<file path="src/rtl/core/s2e_isqrt.sv">
// ---------------------------------------------------------------------------
// s2e_isqrt
// Pipelined floor square root, one root bit per stage, several lanes.
// ---------------------------------------------------------------------------
module s2e_isqrt #(
  parameter int RAD_W  = 68,
  parameter int LANES  = 1,
  parameter int SIDE_W = 1
) (
  input  logic                            clk,
  input  logic                            rst,
  input  logic                            en,
  input  logic                            vld_in,
  input  logic [LANES*RAD_W-1:0]          rad_in,
  input  logic [SIDE_W-1:0]               side_in,
  output logic                            vld_out,
  output logic [LANES*(RAD_W/2)-1:0]      root_out,
  output logic [SIDE_W-1:0]               side_out
);

  localparam int ROOT_W = RAD_W / 2;
  localparam int REM_W  = ROOT_W + 3;

  logic              vld_q  [ROOT_W];
  logic [SIDE_W-1:0] side_q [ROOT_W];
  logic [RAD_W-1:0]  rad_q  [ROOT_W][LANES];
  logic [REM_W-1:0]  rem_q  [ROOT_W][LANES];
  logic [ROOT_W-1:0] root_q [ROOT_W][LANES];

  for (genvar g = 0; g < ROOT_W; g++) begin : g_stage
    logic              vld_c;
    logic [SIDE_W-1:0] side_c;

    if (g == 0) begin : g_first
      assign vld_c  = vld_in;
      assign side_c = side_in;
    end else begin : g_rest
      assign vld_c  = vld_q[g-1];
      assign side_c = side_q[g-1];
    end

    always_ff @(posedge clk) begin
      if (rst) begin
        vld_q[g] <= 1'b0;
      end else if (en) begin
        vld_q[g] <= vld_c;
      end
    end

    always_ff @(posedge clk) begin
      if (en) begin
        side_q[g] <= side_c;
      end
    end

    for (genvar l = 0; l < LANES; l++) begin : g_lane
      logic [RAD_W-1:0]  rad_c;
      logic [REM_W-1:0]  rem_c;
      logic [ROOT_W-1:0] root_c;
      logic [REM_W-1:0]  rem_sh;
      logic [REM_W-1:0]  trial;
      logic              ge;

      if (g == 0) begin : g_src0
        assign rad_c  = rad_in[l*RAD_W +: RAD_W];
        assign rem_c  = '0;
        assign root_c = '0;
      end else begin : g_srcn
        assign rad_c  = rad_q[g-1][l];
        assign rem_c  = rem_q[g-1][l];
        assign root_c = root_q[g-1][l];
      end

      // bring down the next bit pair, try root*4+1
      assign rem_sh = {rem_c[REM_W-3:0], rad_c[RAD_W-1 -: 2]};
      assign trial  = {1'b0, root_c, 2'b01};
      assign ge     = (rem_sh >= trial);

      always_ff @(posedge clk) begin
        if (en) begin
          rad_q[g][l]  <= {rad_c[RAD_W-3:0], 2'b00};
          rem_q[g][l]  <= ge ? (rem_sh - trial) : rem_sh;
          root_q[g][l] <= {root_c[ROOT_W-2:0], ge};
        end
      end

      if (g == ROOT_W - 1) begin : g_out
        assign root_out[l*ROOT_W +: ROOT_W] = root_q[g][l];
      end
    end
  end

  assign vld_out  = vld_q[ROOT_W-1];
  assign side_out = side_q[ROOT_W-1];

endmodule

</file>
<file path="config.mk">
export PLATFORM = sky130hd
export DESIGN_NAME = s2e_isqrt
export DESIGN_NICKNAME = d
export VERILOG_FILES = /design/src/rtl/core/s2e_isqrt.sv
export SDC_FILE = /design/constraint.sdc
export NUM_CORES = 2
export LEC_CHECK = 0
export BUFFER_PORTS_ARGS = -buffer_cell sky130_fd_sc_hd__buf_2
export CAP_MARGIN = 15
export CORE_AREA = 3 3 568 795
export CTS_BUF_LIST = sky130_fd_sc_hd__clkbuf_4 sky130_fd_sc_hd__clkbuf_8 sky130_fd_sc_hd__clkbuf_16
export CTS_CLUSTER_SIZE = 40
export DETAILED_ROUTE_END_ITERATION = 10
export DIE_AREA = 0 0 571 798
export MAX_ROUTING_LAYER = met4
export PLACE_DENSITY = 0.47
export SKIP_LAST_GASP = 1
export SLEW_MARGIN = 40
export SYNTH_ARGS = -nofsm -noshare
export SYNTH_HDL_FRONTEND = slang
export SYNTH_MEMORY_MAX_BITS = 65536
export SYNTH_SLANG_ARGS = --single-unit
export TNS_END_PERCENT = 30
</file>
<file path="constraint.sdc">
create_clock -name clk -period 5.8 [get_ports clk]
set_clock_uncertainty 0.05 [all_clocks]
set_input_delay 0.29 -clock clk [delete_from_list [all_inputs] [get_ports clk]]
set_output_delay 0.29 -clock clk [all_outputs]
set_load 0.01 [all_outputs]
</file>
# After elaboration in Yosys (flattened, before gate mapping)
# Memory sizes are Yosys's and may differ from the RTL's.
# Cells that the tools add are included.
# Widths: inputs -> output; s select.
word_totals:
  ff_bits: 0
  mem_bits_rw: 4726
  inputBits: 73
  out_inout_bits: 36
  n_memories: 5
memory_table:
  columns: ["name", "depth", "width", "read_ports", "rd_clocked_by_memory_dff", "write_ports", "line", "rtl"]
  rows:
  - ["rad_q", 34, 66, 33, 0, 34, "26", "logic [RAD_W-1:0] rad_q [ROOT_W][LANES];"]
  - ["rem_q", 34, 37, 33, 0, 34, "27", "logic [REM_W-1:0] rem_q [ROOT_W][LANES];"]
  - ["root_q", 34, 34, 34, 0, 34, "28", "logic [ROOT_W-1:0] root_q [ROOT_W][LANES];"]
  - ["side_q", 34, 1, 34, 0, 34, "25", "logic [SIDE_W-1:0] side_q [ROOT_W];"]
  - ["vld_q", 34, 1, 34, 0, 34, "24", "logic vld_q [ROOT_W];"]
op_classes:
  n_addsub: 34
  order_cmp: 34
  muxes: 74
  n_bitwise: 34
op_table:
  columns: ["cell", "n"]
  rows:
  - ["$mux 37", 34]
  - ["$ge 37x36->1", 33]
  - ["$sub 37x36->37", 33]
  - ["$mux 1", 40]
  - ["$or 1x1->1", 34]
  - ["$sub 2x1->3 const B", 1]
  - ["$ge 2x1->1 const B", 1]

# Logic depth before layout (Yosys ltp)
logic_depth:
  ltp_word: 4
  ltp_mapped: 15
  ltp_nobuf: 14

# Worst setup path after synthesis
# Ideal clock, no wire load.
synth_path:
  path_type: "register -> register"
  from: "memory rem_q[3][5] (netlist bit)"
  to: "memory rem_q[4][34] (netlist bit), data pin"
  setup_ps: 271
  t_arrival_ps: 3360
  required_time_ps: 5479
  setup_slack_ps: 2119
  path_stages_with_launch: 15
  path_cell_list: "edfxtp_1 -> or3_4 -> or4_1 -> or2_1 -> buf_2 -> or4_4 -> buf_6 -> a311o_1 -> or2_1 -> buf_6 -> o211ai_2 -> buf_6 -> or2_4 -> nor4_1 -> xor2_1"
synth_lines:
  columns: ["element", "line"]
  rows:
  - ["start: declaration", "27"]

==> reports/results.tsv <==
stage	metric	value	unit
clocking	cts bufs inserted	313	
timing	fin. max-slew vios	0	
clocking	Worst-path clk slew	0.06	ns
routing	Residual DRC	0	
place	placed insts	16000	
final_layout	Register Area	86700	sq um
setup_path	startpoint types	flip-flop	
clocking	Post-CTS Resized	0	
clocking	CTS Root Cell	clkbuf_16	
routing	remaining antenna violation count	0	
setup_path	Reg-to-Reg Start	rem_q[29][1]	
timing	Fmax	221	MHz
clocking	Clk Latency, worst-skew pair	0.96	ns
timing	setup violators final	0	
final_layout	share of layout cells above drive strength 1	0.0839	
pwr	PD cells	405	nW/um^2
final_layout	Design Area, Final	154000	sq um
routing	DR WL met3	9270	um
setup_path	crit path max fanout	61	
final_layout	Finished Layout Cells	16700	
die	FP Rows	290	
routing	Metal-1 WL	109000	um
logic_synthesis	synth warn	0	
die	initial core utilization	0.299	
timing	Final Hold Vio Count	0	
global_route	GR Overflow Total	0	
logic_synthesis	Main synth FF type	edfxtp_1	
final_layout	area of the multi-input gates	42900	sq um
logic_synthesis	Avg Cell Area, Syn	13.1	sq um
logic_synthesis	synth cell count leaders	2887 x edfxtp_1, 796 x inv_1, 683 x nand2_1	
setup_path	reg-to-reg endpoint	rem_q[30][12]	
place	DP HPWL	236000	um
timing	unrepaired setup endpoints after global routing	no	
routing	initial DRC count	4363	
final_layout	Final #Nets	11300	
final_layout	Syn-to-layout area delta	15.4	%
logic_synthesis	Yosys cell types	92	
global_route	GRT Total Usage	0.141	
die	core area	445000	sq um
routing	Avg WL per Cell	19.0	um
setup_path	Critical Path AT	5.19	ns
global_route	initial antenna violation count	6	
logic_synthesis	Async SR Flop Fraction	0	
die	Die H	798	um
routing	vias post-DR	79500	
global_route	first-pass GRT wire length	485000	um
timing	setup tns final	0	ns
final_layout	fill cell count	42900	
run	maxcap violations	0	
clocking	hold buffer count at CTS	141	
logic_synthesis	Post-synth EDFFs	2887	
place	IO buf count	108	
routing	met2 WL	181000	um
pwr	leak pwr	57.8	nW
clocking	# Post-CTS Setup Buffers	0	
logic_synthesis	post-synthesis sequential area ratio	0.651	
routing	final WL	317000	um
setup_path	Worst Setup SP	rem_q[29][1]	
clocking	Sink Count	2887	
logic_synthesis	Synth Net Count	10900	
logic_synthesis	Mapped Area	133000	sq um
logic_synthesis	Yosys reg bits	2887	
timing	relative slew slack	0.374	
logic_synthesis	most common cell in the netlist	edfxtp_1	
clocking	CTS Buffer Depth	4	
setup_path	r2r worst-path depth	11	
setup_path	Data required, critical path	6.46	ns
setup_path	CP Capture Point	rem_q[30][12]	
timing	fin crit period	4.53	ns
pwr	Pwr Total	62.2	mW
timing	period utilization	0.781	
worst_hold_path	Hold Path Class	in2reg	
die	die width	571	um
run_status	status	complete, no violations	
clocking	CTS tree	built	
setup_path	crit path kind	reg2reg	
final_layout	Finished Core Util	0.345	
routing	Via-to-Cell Ratio	4.75	
die	die footprint	456000	sq um
logic_synthesis	top-area cell type share of the netlist area	0.651	
logic_synthesis	synthesized instance count	10200	
timing	Slew @ Worst Pin	0.931	ns
global_route	largest net degree at the start of global routing	153	
pwr	Worst VDD drop	273	uV
logic_synthesis	post-synth top area cell	edfxtp_1	
setup_path	crit end category	flip-flop	
place	dpl cell area	141000	sq um
global_route	vias in the first global route	82600	
die	# IOs	109	
setup_path	R2R Setup Slk	1.27	ns
routing	top sig layer	met4	
logic_synthesis	top post-synthesis cells by area	edfxtp_1 65%, ha_1 5.9%, xnor2_1 3.1%	
routing	drt first pass iters	6	
place	GPL Wtd Cong	0.921	
clocking	htree depth	5	
==> state kept, by name, indices dropped and copies added, names as in the netlist <==
register,count
rad_q,1122
rem_q,1102
root_q,595
side_q,34
vld_q,34
==> cell type report <==
class	instances	share of cell area
clock buffer	360	0.0539
multi-input combinational	6303	0.279
clock inverter	215	0.0168
timing repair buffer	335	0.0191
antenna	2	0.0000326
sequential	2887	0.564
inverter	798	0.0195
tap	5840	0.0475
==> where the power goes <==
part	internal (mW)	switching [mW]	leakage [nW]
Combinational	5.25	7.38	24.6
Clock	12.5	8.57	5.34
Sequential	26.4	2.02	27.9
==> cell families (layout without fill, tap and decap cells) <==
group	after synthesis	count (layout)	share of synthesized area
compound gates	2055	2055	0.0961
other cells	1	3	0.0000281
mux	89	89	0.00747
fa+ha+maj	631	631	0.0593
buf+inv	1010	1708	0.0287
flops	2887	2887	0.651
simple gates	2595	2595	0.0965
xor+xnor	932	932	0.0613
==> critical path, stage by stage, from the launching register on <==
cell and delay, ns:
edfxtp_1 0.40, ha_1 0.25, or3_1 0.38, o22ai_1 0.32
nor2b_1 0.14, o211a_1 0.32, o41ai_1 0.67, a32oi_1 0.26
a211o_1 0.38, nor3_2 0.39, buf_12 0.29, mux2_2 0.36
==> layer usage <==
metal	global-route usage	up-vias
met1	0.129	38700
met4	0.0710	0
met3	0.0175	751
li1	-	38600
met2	0.278	1407
met5	-	-
==> placed cells by master (no fill, tap or decap), drive strengths merged, types with 83 or more instances in the layout <==
cell | Yosys | final
buf | 31 | 194
nand3 | 129 | 129
xor2 | 461 | 461
nor2 | 612 | 612
mux2 | 83 | 83
o21ai | 547 | 547
or3 | 112 | 112
inv | 798 | 817
a21o | 298 | 298
nor3 | 275 | 275
nand2 | 683 | 683
ha | 631 | 631
nand2b | 125 | 125
a21oi | 607 | 607
dlygate4sd3 | 0 | 141
o21a | 99 | 99
nand4 | 110 | 110
xnor2 | 471 | 471
clkinv | 0 | 126
edfxtp | 2887 | 2887
nor4 | 120 | 120
clkbuf | 181 | 360
==> how the worst min path moves through the flow <==
stage / start / to / slack (ns) / cells after the start
after floorplan: rad_in[0] / rad_q[0][0] / 0.34 / 0
after global placement: side_q[14] / side_q[15] / 0.35 / 0
after detailed placement: rad_q[9][55] / rad_q[10][57] / 0.35 / 0
after CTS: rad_in[66] / rem_q[0][0] / 0.02 / 3
after global routing: rad_in[66] / rem_q[0][0] / 0.09 / 3
final: rad_in[66] / rem_q[0][0] / 0.17 / 3
==> per-stage QoR <==
| step | worst slack (ns) | hold slack (ns) |
|---|---|---|
| global placement | 1.24 | 0.351 |
| detailed placement | 1.25 | 0.355 |
| CTS | 1.23 | 0.0219 |
| floorplan | 2.12 | 0.339 |
| global route | 0.933 | 0.0928 |
| finish | 1.27 | 0.165 |
Note: power is estimated with default switching activity, not from simulation.
